File: config.mk
export PLATFORM = sky130hd
export DESIGN_NAME = cpu_load_instruction_unit
export DESIGN_NICKNAME = d
export VERILOG_FILES = /design/src/clu_pkg.sv /design/src/cpu_load_instruction_unit.sv
export SDC_FILE = /design/constraint.sdc
export NUM_CORES = 1
export LEC_CHECK = 0
export BUFFER_PORTS_ARGS = -buffer_cell sky130_fd_sc_hd__buf_2
export CAP_MARGIN = 10
export CORE_ASPECT_RATIO = 1.1
export CORE_MARGIN = 2
export CORE_UTILIZATION = 40
export DETAILED_ROUTE_END_ITERATION = 6
export HOLD_SLACK_MARGIN = 0.03
export PLACE_DENSITY_LB_ADDON = 0.1
export SLEW_MARGIN = 20
export SYNTH_ARGS = -nofsm -noshare
export SYNTH_HDL_FRONTEND = slang
export SYNTH_SLANG_ARGS = --single-unit
export TNS_END_PERCENT = 10
File: constraint.sdc
create_clock -name i_clk -period 5.8 [get_ports i_clk]
set_input_delay 0.58 -clock i_clk [delete_from_list [all_inputs] [get_ports i_clk]]
set_output_delay 0.58 -clock i_clk [all_outputs]
set_load 0.02 [all_outputs]
File: src/clu_pkg.sv
package clu_pkg;

    typedef struct packed {
        logic        cmd;
        logic [7:0]  opcode;
        logic [15:0] imm_word;
        logic [7:0]  read_byte;
    } t_in_item;

    typedef struct packed {
        logic [1:0]  kind;
        logic [3:0]  dest;
        logic [15:0] dest_value;
        logic [15:0] mem_addr;
        logic [7:0]  mem_wdata;
    } t_out_item;

    // command codes
    localparam logic CMD_EXEC = 1'b0;
    localparam logic CMD_DATA = 1'b1;

    // result kinds
    localparam logic [1:0] KIND_REG   = 2'd0;
    localparam logic [1:0] KIND_READ  = 2'd1;
    localparam logic [1:0] KIND_WRITE = 2'd2;
    localparam logic [1:0] KIND_ERR   = 2'd3;

    // destination codes
    localparam logic [3:0] DEST_B  = 4'd0;
    localparam logic [3:0] DEST_C  = 4'd1;
    localparam logic [3:0] DEST_D  = 4'd2;
    localparam logic [3:0] DEST_E  = 4'd3;
    localparam logic [3:0] DEST_H  = 4'd4;
    localparam logic [3:0] DEST_L  = 4'd5;
    localparam logic [3:0] DEST_A  = 4'd6;
    localparam logic [3:0] DEST_BC = 4'd7;
    localparam logic [3:0] DEST_DE = 4'd8;
    localparam logic [3:0] DEST_HL = 4'd9;
    localparam logic [3:0] DEST_SP = 4'd10;

    // 3-bit register field of the move group
    localparam logic [2:0] FLD_B  = 3'd0;
    localparam logic [2:0] FLD_C  = 3'd1;
    localparam logic [2:0] FLD_D  = 3'd2;
    localparam logic [2:0] FLD_E  = 3'd3;
    localparam logic [2:0] FLD_H  = 3'd4;
    localparam logic [2:0] FLD_L  = 3'd5;
    localparam logic [2:0] FLD_HL = 3'd6;
    localparam logic [2:0] FLD_A  = 3'd7;

    // opcodes
    localparam logic [1:0] OP_MOVE_GRP = 2'b01;
    localparam logic [7:0] OP_HALT     = 8'h76;
    localparam logic [7:0] OP_LD_BC_NN = 8'h01;
    localparam logic [7:0] OP_LD_DE_NN = 8'h11;
    localparam logic [7:0] OP_LD_HL_NN = 8'h21;
    localparam logic [7:0] OP_LD_SP_NN = 8'h31;
    localparam logic [7:0] OP_ST_BC_A  = 8'h02;
    localparam logic [7:0] OP_ST_DE_A  = 8'h12;
    localparam logic [7:0] OP_LD_B_N   = 8'h06;
    localparam logic [7:0] OP_LD_D_N   = 8'h16;
    localparam logic [7:0] OP_LD_H_N   = 8'h26;
    localparam logic [7:0] OP_ST_HL_N  = 8'h36;
    localparam logic [7:0] OP_LD_A_BC  = 8'h0A;
    localparam logic [7:0] OP_LD_A_DE  = 8'h1A;
    localparam logic [7:0] OP_LD_C_N   = 8'h0E;
    localparam logic [7:0] OP_LD_E_N   = 8'h1E;
    localparam logic [7:0] OP_LD_L_N   = 8'h2E;
    localparam logic [7:0] OP_LD_A_N   = 8'h3E;
    localparam logic [7:0] OP_ST_IOC_A = 8'hE2;
    localparam logic [7:0] OP_LD_A_IOC = 8'hF2;
    localparam logic [7:0] OP_ST_NN_A  = 8'hEA;
    localparam logic [7:0] OP_LD_A_NN  = 8'hFA;
    localparam logic [7:0] OP_LD_HL_SP = 8'hF8;
    localparam logic [7:0] OP_LD_SP_HL = 8'hF9;

    localparam logic [7:0] IO_PAGE = 8'hFF;

    // move-group field to destination code; the (HL) field maps to A, unused
    function automatic logic [3:0] move_dest(input logic [2:0] fld);
        logic [3:0] d;
        case (fld)
            FLD_B:   d = DEST_B;
            FLD_C:   d = DEST_C;
            FLD_D:   d = DEST_D;
            FLD_E:   d = DEST_E;
            FLD_H:   d = DEST_H;
            FLD_L:   d = DEST_L;
            default: d = DEST_A;
        endcase
        return d;
    endfunction

endpackage

File: src/cpu_load_instruction_unit.sv
// An item passes through the input register, then the result register, which is
// written through one pass of decode and a 16-bit add.
// Throughput: one item per cycle while the receiver takes results; the register file updates as each item
// leaves the input register, so back-to-back items see current state.
// Reset (synchronous, active low) clears the architectural registers, the pending read
// and both valid flags.
module cpu_load_instruction_unit
    import clu_pkg::*;
(
    input  logic      i_clk,
    input  logic      i_rst_n,
    input  logic      i_in_valid,
    output logic      o_in_ready,
    input  t_in_item  i_in_item,
    output logic      o_out_valid,
    input  logic      i_out_ready,
    output t_out_item o_out_item
);

    logic      r_in_valid;
    t_in_item  r_in;
    logic      r_out_valid;
    t_out_item r_out;

    logic [7:0]  r_b, r_c, r_d, r_e, r_h, r_l, r_a;
    logic [15:0] r_sp;
    logic        r_pending;
    logic [2:0]  r_pend_dest;

    logic        advance;
    t_out_item   n_out;
    logic [15:0] hl, bc, de;
    logic [2:0]  src_fld, dst_fld;
    logic [7:0]  src_byte;
    logic [7:0]  imm_lo;
    logic [3:0]  pend_code;

    assign advance     = r_in_valid && (!r_out_valid || i_out_ready);
    assign o_in_ready  = !r_in_valid || advance;
    assign o_out_valid = r_out_valid;
    assign o_out_item  = r_out;

    assign hl      = {r_h, r_l};
    assign bc      = {r_b, r_c};
    assign de      = {r_d, r_e};
    assign src_fld = r_in.opcode[2:0];
    assign dst_fld = r_in.opcode[5:3];
    assign imm_lo  = r_in.imm_word[7:0];
    assign pend_code = (r_pend_dest > DEST_A[2:0]) ? DEST_A : {1'b0, r_pend_dest};

    always_comb begin
        case (src_fld)
            FLD_B:   src_byte = r_b;
            FLD_C:   src_byte = r_c;
            FLD_D:   src_byte = r_d;
            FLD_E:   src_byte = r_e;
            FLD_H:   src_byte = r_h;
            FLD_L:   src_byte = r_l;
            default: src_byte = r_a;
        endcase
    end

    // decode and execute one item; the result also describes the register write
    always_comb begin
        n_out      = '0;
        n_out.kind = KIND_ERR;
        if (r_in.cmd == CMD_DATA) begin
            if (r_pending) begin
                n_out.kind       = KIND_REG;
                n_out.dest       = pend_code;
                n_out.dest_value = {8'h00, r_in.read_byte};
            end
        end else if (!r_pending) begin
            if (r_in.opcode[7:6] == OP_MOVE_GRP && r_in.opcode != OP_HALT) begin
                if (src_fld == FLD_HL) begin
                    n_out.kind     = KIND_READ;
                    n_out.dest     = move_dest(dst_fld);
                    n_out.mem_addr = hl;
                end else if (dst_fld == FLD_HL) begin
                    n_out.kind      = KIND_WRITE;
                    n_out.mem_addr  = hl;
                    n_out.mem_wdata = src_byte;
                end else begin
                    n_out.kind       = KIND_REG;
                    n_out.dest       = move_dest(dst_fld);
                    n_out.dest_value = {8'h00, src_byte};
                end
            end else begin
                case (r_in.opcode)
                    OP_LD_BC_NN, OP_LD_DE_NN, OP_LD_HL_NN, OP_LD_SP_NN: begin
                        n_out.kind       = KIND_REG;
                        n_out.dest       = (r_in.opcode == OP_LD_BC_NN) ? DEST_BC :
                                           (r_in.opcode == OP_LD_DE_NN) ? DEST_DE :
                                           (r_in.opcode == OP_LD_HL_NN) ? DEST_HL : DEST_SP;
                        n_out.dest_value = r_in.imm_word;
                    end
                    OP_ST_BC_A: begin
                        n_out.kind      = KIND_WRITE;
                        n_out.mem_addr  = bc;
                        n_out.mem_wdata = r_a;
                    end
                    OP_ST_DE_A: begin
                        n_out.kind      = KIND_WRITE;
                        n_out.mem_addr  = de;
                        n_out.mem_wdata = r_a;
                    end
                    OP_LD_B_N, OP_LD_D_N, OP_LD_H_N, OP_LD_C_N,
                    OP_LD_E_N, OP_LD_L_N, OP_LD_A_N: begin
                        n_out.kind       = KIND_REG;
                        n_out.dest       = move_dest(dst_fld);
                        n_out.dest_value = {8'h00, imm_lo};
                    end
                    OP_ST_HL_N: begin
                        n_out.kind      = KIND_WRITE;
                        n_out.mem_addr  = hl;
                        n_out.mem_wdata = imm_lo;
                    end
                    OP_LD_A_BC: begin
                        n_out.kind     = KIND_READ;
                        n_out.dest     = DEST_A;
                        n_out.mem_addr = bc;
                    end
                    OP_LD_A_DE: begin
                        n_out.kind     = KIND_READ;
                        n_out.dest     = DEST_A;
                        n_out.mem_addr = de;
                    end
                    OP_ST_IOC_A: begin
                        n_out.kind      = KIND_WRITE;
                        n_out.mem_addr  = {IO_PAGE, r_c};
                        n_out.mem_wdata = r_a;
                    end
                    OP_LD_A_IOC: begin
                        n_out.kind     = KIND_READ;
                        n_out.dest     = DEST_A;
                        n_out.mem_addr = {IO_PAGE, r_c};
                    end
                    OP_ST_NN_A: begin
                        n_out.kind      = KIND_WRITE;
                        n_out.mem_addr  = r_in.imm_word;
                        n_out.mem_wdata = r_a;
                    end
                    OP_LD_A_NN: begin
                        n_out.kind     = KIND_READ;
                        n_out.dest     = DEST_A;
                        n_out.mem_addr = r_in.imm_word;
                    end
                    OP_LD_HL_SP: begin
                        n_out.kind       = KIND_REG;
                        n_out.dest       = DEST_HL;
                        n_out.dest_value = r_sp + {{8{imm_lo[7]}}, imm_lo};
                    end
                    OP_LD_SP_HL: begin
                        n_out.kind       = KIND_REG;
                        n_out.dest       = DEST_SP;
                        n_out.dest_value = hl;
                    end
                    default: n_out.kind = KIND_ERR;
                endcase
            end
        end
    end

    // input register
    always_ff @(posedge i_clk) begin
        if (!i_rst_n) begin
            r_in_valid <= 1'b0;
        end else if (o_in_ready) begin
            r_in_valid <= i_in_valid;
        end
        if (o_in_ready && i_in_valid) begin
            r_in <= i_in_item;
        end
    end

    // result register
    always_ff @(posedge i_clk) begin
        if (!i_rst_n) begin
            r_out_valid <= 1'b0;
        end else if (advance) begin
            r_out_valid <= 1'b1;
        end else if (i_out_ready) begin
            r_out_valid <= 1'b0;
        end
        if (advance) begin
            r_out <= n_out;
        end
    end

    // architectural state
    always_ff @(posedge i_clk) begin
        if (!i_rst_n) begin
            r_b         <= '0;
            r_c         <= '0;
            r_d         <= '0;
            r_e         <= '0;
            r_h         <= '0;
            r_l         <= '0;
            r_a         <= '0;
            r_sp        <= '0;
            r_pending   <= 1'b0;
            r_pend_dest <= '0;
        end else if (advance) begin
            if (n_out.kind == KIND_REG) begin
                case (n_out.dest)
                    DEST_B:  r_b <= n_out.dest_value[7:0];
                    DEST_C:  r_c <= n_out.dest_value[7:0];
                    DEST_D:  r_d <= n_out.dest_value[7:0];
                    DEST_E:  r_e <= n_out.dest_value[7:0];
                    DEST_H:  r_h <= n_out.dest_value[7:0];
                    DEST_L:  r_l <= n_out.dest_value[7:0];
                    DEST_A:  r_a <= n_out.dest_value[7:0];
                    DEST_BC: {r_b, r_c} <= n_out.dest_value;
                    DEST_DE: {r_d, r_e} <= n_out.dest_value;
                    DEST_HL: {r_h, r_l} <= n_out.dest_value;
                    DEST_SP: r_sp <= n_out.dest_value;
                    default: r_sp <= r_sp;
                endcase
            end
            if (n_out.kind == KIND_READ) begin
                r_pending   <= 1'b1;
                r_pend_dest <= n_out.dest[2:0];
            end else if (r_in.cmd == CMD_DATA && r_pending) begin
                r_pending <= 1'b0;
            end
        end
    end

    // no second read request may be issued while one is outstanding
    a_no_double_read: assert property (@(posedge i_clk) disable iff (!i_rst_n)
        advance && r_pending |-> n_out.kind != KIND_READ)
        else $error("read request issued while a read is pending");

    a_read_sets_pending: assert property (@(posedge i_clk) disable iff (!i_rst_n)
        advance && n_out.kind == KIND_READ |=> r_pending)
        else $error("read request did not mark a pending read");

    a_err_clean: assert property (@(posedge i_clk) disable iff (!i_rst_n)
        o_out_valid && o_out_item.kind == KIND_ERR |->
            o_out_item.dest == '0 && o_out_item.dest_value == '0 &&
            o_out_item.mem_addr == '0 && o_out_item.mem_wdata == '0)
        else $error("error result carries non-zero fields");

    a_dest_range: assert property (@(posedge i_clk) disable iff (!i_rst_n)
        o_out_valid && o_out_item.kind == KIND_REG |-> o_out_item.dest <= DEST_SP)
        else $error("register write to unknown destination");

endmodule

**Word level (Yosys, flattened, before mapping)**

Index checks and enable logic that the tools add are counted.

- Output and inout port bits: 48
- Bits in registers: 157

- Add/subtract/negate cells: 1
- Equality and inequality tests: 47
- Mux-type cells: 29
- Reductions and logical operators: 41
- $lt $le $gt $ge: 1

Operator list:

| kind | count |
|---|---|
| 2-to-1 mux 46 bit | 2 |
| case mux 16 bit (5 select lines) | 1 |
| case mux 16 bit (4 select lines) | 1 |
| case mux 8 bit (2 select lines) | 4 |
| == test 8 x 6 -> 1 bit (second input constant) | 6 |
| == test 8 bit (second input constant) | 6 |
| case mux 8 bit (6 select lines) | 1 |
| 2-to-1 mux 22 bit | 2 |
| == test 8 x 5 -> 1 bit (second input constant) | 5 |
| 2-to-1 mux 16 bit | 2 |
| 2-to-1 mux 24 bit | 1 |
| AND reduction 3 bit | 8 |
| 2-to-1 mux 20 bit | 1 |
| case mux 4 bit (5 select lines) | 1 |
| == test 3 bit (second input constant) | 6 |
| case mux 3 bit (6 select lines) | 1 |
| adder 16 bit | 1 |
| == test 4 x 3 -> 1 bit (second input constant) | 4 |
| == test 8 x 4 -> 1 bit (second input constant) | 2 |
| OR reduction 2 bit | 8 |
| OR reduction 13 bit | 1 |
| == test 3 x 2 -> 1 bit (second input constant) | 4 |
| == test 4 bit (second input constant) | 3 |
| OR reduction 4 bit | 3 |
| other kinds (26) | 45 |

**Depth between registers and ports, before layout**

- Depth in word-level cells: 11
- Gate-level depth with buffers: 13
- Gate-level depth less buffers: 11

**Worst setup path before layout**

OpenSTA, ideal clock, no wires.

- Path type: input-to-reg
- From: input port i_out_ready
- To: register r_l[6]
- Library setup time: 0.128 ns
- Arrival time: 4.121 ns
- Stages on the path: 7
- Setup slack: 1.551 ns
- Path through: nor2b_1 -> nor2b_1 -> nand3b_4 -> or4_1 -> buf_4 -> mux2i_1 -> nor2_1

- Cells in the longest elaborated chain, start to end: 3

RTL lines:

| element | line | text |
|---|---|---|
| start, declared | cpu_load_instruction_unit.sv:16 | `input logic i_out_ready,` |
| logical OR 1 bit | cpu_load_instruction_unit.sv:38 | `assign advance = r_in_valid && (!r_out_valid \|\| i_out_ready);` |
| logical AND 1 bit | cpu_load_instruction_unit.sv:38 |  |
| net advance | cpu_load_instruction_unit.sv:30 | `logic advance;` |
| AND reduction 3 bit (no line) | -- |  |
| end signal, assigned | cpu_load_instruction_unit.sv:211 | `DEST_L: r_l <= n_out.dest_value[7:0];` |
| end signal, assigned | cpu_load_instruction_unit.sv:215 | `DEST_HL: {r_h, r_l} <= n_out.dest_value;` |
| end, declared | cpu_load_instruction_unit.sv:25 | `logic [7:0] r_b, r_c, r_d, r_e, r_h, r_l, r_a;` |

The timed path passes the listed nets, and every way through them passes these cells.
A chain may end at the register's enable or synchronous reset.

**Final worst setup path**

- From: register r_in[25] in the netlist's numbering
- To: register r_c[2]

- Cells in the longest elaborated chain, start to end: 11
- Elaborated cells between the ends (all ways): 54
- Those cells by class: 31 x eq/ne; 13 x mux; 10 x reduce/logical

RTL lines:

| element | line | text |
|---|---|---|
| start, declared | cpu_load_instruction_unit.sv:21 | `t_in_item r_in;` |
| start signal, assigned | cpu_load_instruction_unit.sv:172 | `r_in <= i_in_item;` |
| == test 8 x 6 -> 1 bit | cpu_load_instruction_unit.sv:89, cpu_load_instruction_unit.sv:94 |  |
| 2-to-1 mux 2 bit | cpu_load_instruction_unit.sv:94 | `(r_in.opcode == OP_LD_HL_NN) ? DEST_HL : DEST_SP;` |
| 2-to-1 mux 2 bit | cpu_load_instruction_unit.sv:93 | `(r_in.opcode == OP_LD_DE_NN) ? DEST_DE :` |
| 2-to-1 mux 4 bit | cpu_load_instruction_unit.sv:92 | `n_out.dest = (r_in.opcode == OP_LD_BC_NN) ? DEST_BC :` |
| case mux 4 bit (5 select lines) | cpu_load_instruction_unit.sv:89 | `case (r_in.opcode)` |
| 2-to-1 mux 46 bit (*) | cpu_load_instruction_unit.sv:74 | `if (r_in.opcode[7:6] == OP_MOVE_GRP && r_in.opcode != OP_HALT) begin` |
| 2-to-1 mux 46 bit (*) | cpu_load_instruction_unit.sv:73 | `end else if (!r_pending) begin` |
| 2-to-1 mux 22 bit (*) | cpu_load_instruction_unit.sv:67 | `if (r_in.cmd == CMD_DATA) begin` |
| == test 4 x 3 -> 1 bit / == test 4 x 1 -> 1 bit (equally long branches) | cpu_load_instruction_unit.sv:205 | `case (n_out.dest)` |
| OR reduction 2 bit (no line) | -- |  |
| AND reduction 3 bit (no line) | -- |  |
| end signal, assigned | cpu_load_instruction_unit.sv:207 | `DEST_C: r_c <= n_out.dest_value[7:0];` |
| end signal, assigned | cpu_load_instruction_unit.sv:213 | `DEST_BC: {r_b, r_c} <= n_out.dest_value;` |
| end, declared | cpu_load_instruction_unit.sv:25 |  |

Mark *: on every way between the ends. The rest lies on a longest branch, timed or not.

==> results.toml <==
[worst_setup_path]
worstSetupPathType = "reg -> reg"
cp-end-kind = "flip-flop"
cp.arrival_ps = 4630
cp_max_fo = 27
start_kind = "flip-flop"
cp.required_ps = 6090

[layout]
diodes = 0
fill_cells = 1959
ff_latch_area_um2 = 3930
drive_above_1_share_pct = 17.6
area_growth_pct = 14.8
fin_nets = 978
multi_input_area_um2 = 4180

[detailed_routing]
vias = 7343
ant_nets = 0
first_pass_iters = 7
drt_iter0_markers = 902
drc = 0
routedWlPerCell_um = 23.7
avgViaCountPerCell = 6.15
wl_um = 28300

[sta]
fin_crit_ps = 4340
rsz0062_at_grt = "no"
drv_slew = 0
slew_headroom_pct = 24.4
hold_viol = 0
clock.fmax_ghz = 0.231
finalCritPeriodShare_pct = 74.7
setup_violations = 0
fin_setup_tns_ps = 0
tightest_slew_ps = 1130
finClkSkew_ps = 10.7

[grt]
grt_max_degree = 63
grt_use_total_pct = 25.6
grt_pass1_vias = 6805
antenna_found_initial = 0
overflow = 0
grt_pass1_wl_um = 42000

[yosys]
syn-instance-count = 862
syn_nets = 915
netlist_area_um2 = 8400
synth_area_per_cell_um2 = 9.74
synth_common_cells = "nor2_1 (94), edfxtp_1 (79), dfxtp_1 (78)"
synth_most_common_cell = "nor2_1"
synth_cell_types = 83
synth_warnings = 0
synth-seq-cells = 157
yosys.area.top_type = "edfxtp_1"
yosys-top-cells-area = "edfxtp_1 (28%), dfxtp_1 (19%), mux2i_1 (6.6%)"
synth_edf_count = 79
ys.flop_type = "edfxtp_1"
async_flop_share_pct = 0
synth_top_area_share_pct = 28.3
ys_seq_area_share_pct = 46.8

[place]
dpl.hpwl_um = 20100
place.gp.congestion = 0.910
io_buffers = 84

[die]
die_area_um2 = 22200
initial_utilization_pct = 40.8
core_um2 = 20600
die_width_um = 142
die_h_um = 156
ioPinCount = 85
rows = 55

[clock_network]
ctsHoldBuffers = 0
cts_buffers = 17
cts_tree = "built"
cts-root-buf = "clkbuf_16"
cts.repair.resized = 0
clk_latency_ps = 430
clk_path_buf_depth = 2
clock-sinks = 157
clk_pin_slew_ps = 70
cts_setup_buffers = 0
htree_levels = 4

[power_and_ir_drop]
ir_drop_v = 0.000180
p_per_area_nw_per_um2 = 272
power_mw = 2.62
leakage_nw = 3.53

[flow_run]
maxCapViolCount = 0

[run_status]
status = "finished, final reports clean"

[hold_path]
min_path_type = "in -> reg"
==> through the flow <==
step	hold WS, ps	setup slack, ps	util [%]	std cells	instance area, µm²
2_1_floorplan	444	1550	-	862	8400
3_3_place_gp	481	1570	43.8	1162	9010
3_5_place_dp	487	1450	43.8	1162	9010
4_1_cts	305	1450	46.8	1194	9630
5_1_grt	303	1180	46.8	1194	9640
6_report	317	1460	46.8	1194	9640
==> placed cells by master (no fill, tap or decap), types with 6 or more instances in the layout <==
master	instances
mux2i_1	55
and3_1	7
ha_1	15
nor3_1	16
or3_1	7
a22oi_1	19
a21o_1	12
inv_1	14
edfxtp_1	79
buf_4	14
clkbuf_16	17
nor2_1	93
a31oi_1	10
mux2_2	6
a211oi_1	13
nand2b_1	10
dfxtp_1	78
nand3_1	24
a22o_1	8
nand2_1	73
a222oi_1	8
o21ai_0	48
xnor2_1	7
a21oi_1	63
a221oi_1	6
nor2b_1	11
buf_2	84
nor3b_1	6
==> cell type report <==
class	count	area share [%]
clock buffers	18	4.56
clock inverters	14	1.83
inverters	16	0.623
multi-input cells	635	43.4
flip-flops and latches	157	40.8
well taps	256	3.32
repair buffers	98	5.45
==> final timing paths <==
kind,start,slack [ps],end,cells past startpoint
min reg2reg,r_b[6]$_SDFFE_PN0P_,500,r_b[6]$_SDFFE_PN0P_,2
max,r_in[25]$_DFFE_PP_,1460,r_c[2]$_SDFFE_PN0P_,8
max reg2reg,r_in[25]$_DFFE_PP_,1460,r_c[2]$_SDFFE_PN0P_,8
min,i_in_item[13],320,imm_lo[5]$_DFFE_PP_,1
==> sequential cells by signal (all words and copies together) (netlist names) <==
| signal | flops |
|---|---|
| dst_fld | 3 |
| o_out_valid | 1 |
| imm_lo | 8 |
| r_in | 22 |
| r_d | 8 |
| r_pend_dest | 3 |
| r_a | 8 |
| r_c | 8 |
| r_l | 8 |
| r_h | 8 |
| r_sp | 16 |
| r_e | 8 |
| r_pending | 1 |
| r_b | 8 |
| r_in_valid | 1 |
| o_out_item | 46 |
==> per-layer routing <==
layer	GRT usage [%]	wire length (µm)	vias to the layer above
met4	9.67	1020	0
li1	-	-	3381
met3	4.63	2080	69
met2	39.2	12600	383
met1	36.2	12500	3510
met5	0	0	-
==> power by group <==
part | internal (mW) | switching (mW) | total (mW)
combinational | 0.0645 | 0.138 | 0.202
clock | 0.666 | 0.517 | 1.18
sequential | 1.20 | 0.0358 | 1.23
total | 1.93 | 0.690 | 2.62
==> critical path: stages (launching register included) <==
cell	delay [ps]
edfxtp_1	940
nand3b_1	460
o21ai_1	770
o2111ai_1	240
a22o_1	460
and3_1	420
o21ai_2	580
mux2i_1	250
nor2_1	60
==> cell families after synthesis <==
logic type / count (synthesis) / synth area share [%]
xor gates and xnor gates: 11 / 1.15
and+or+nand+nor: 295 / 17.6
muxes: 65 / 8.43
adders and majority gates: 16 / 2.47
AOI/OAI and AO/OA: 248 / 19.9
DFF: 157 / 46.8
buffers and inverters: 70 / 3.65
Note: power is estimated with default switching activity, not from simulation.
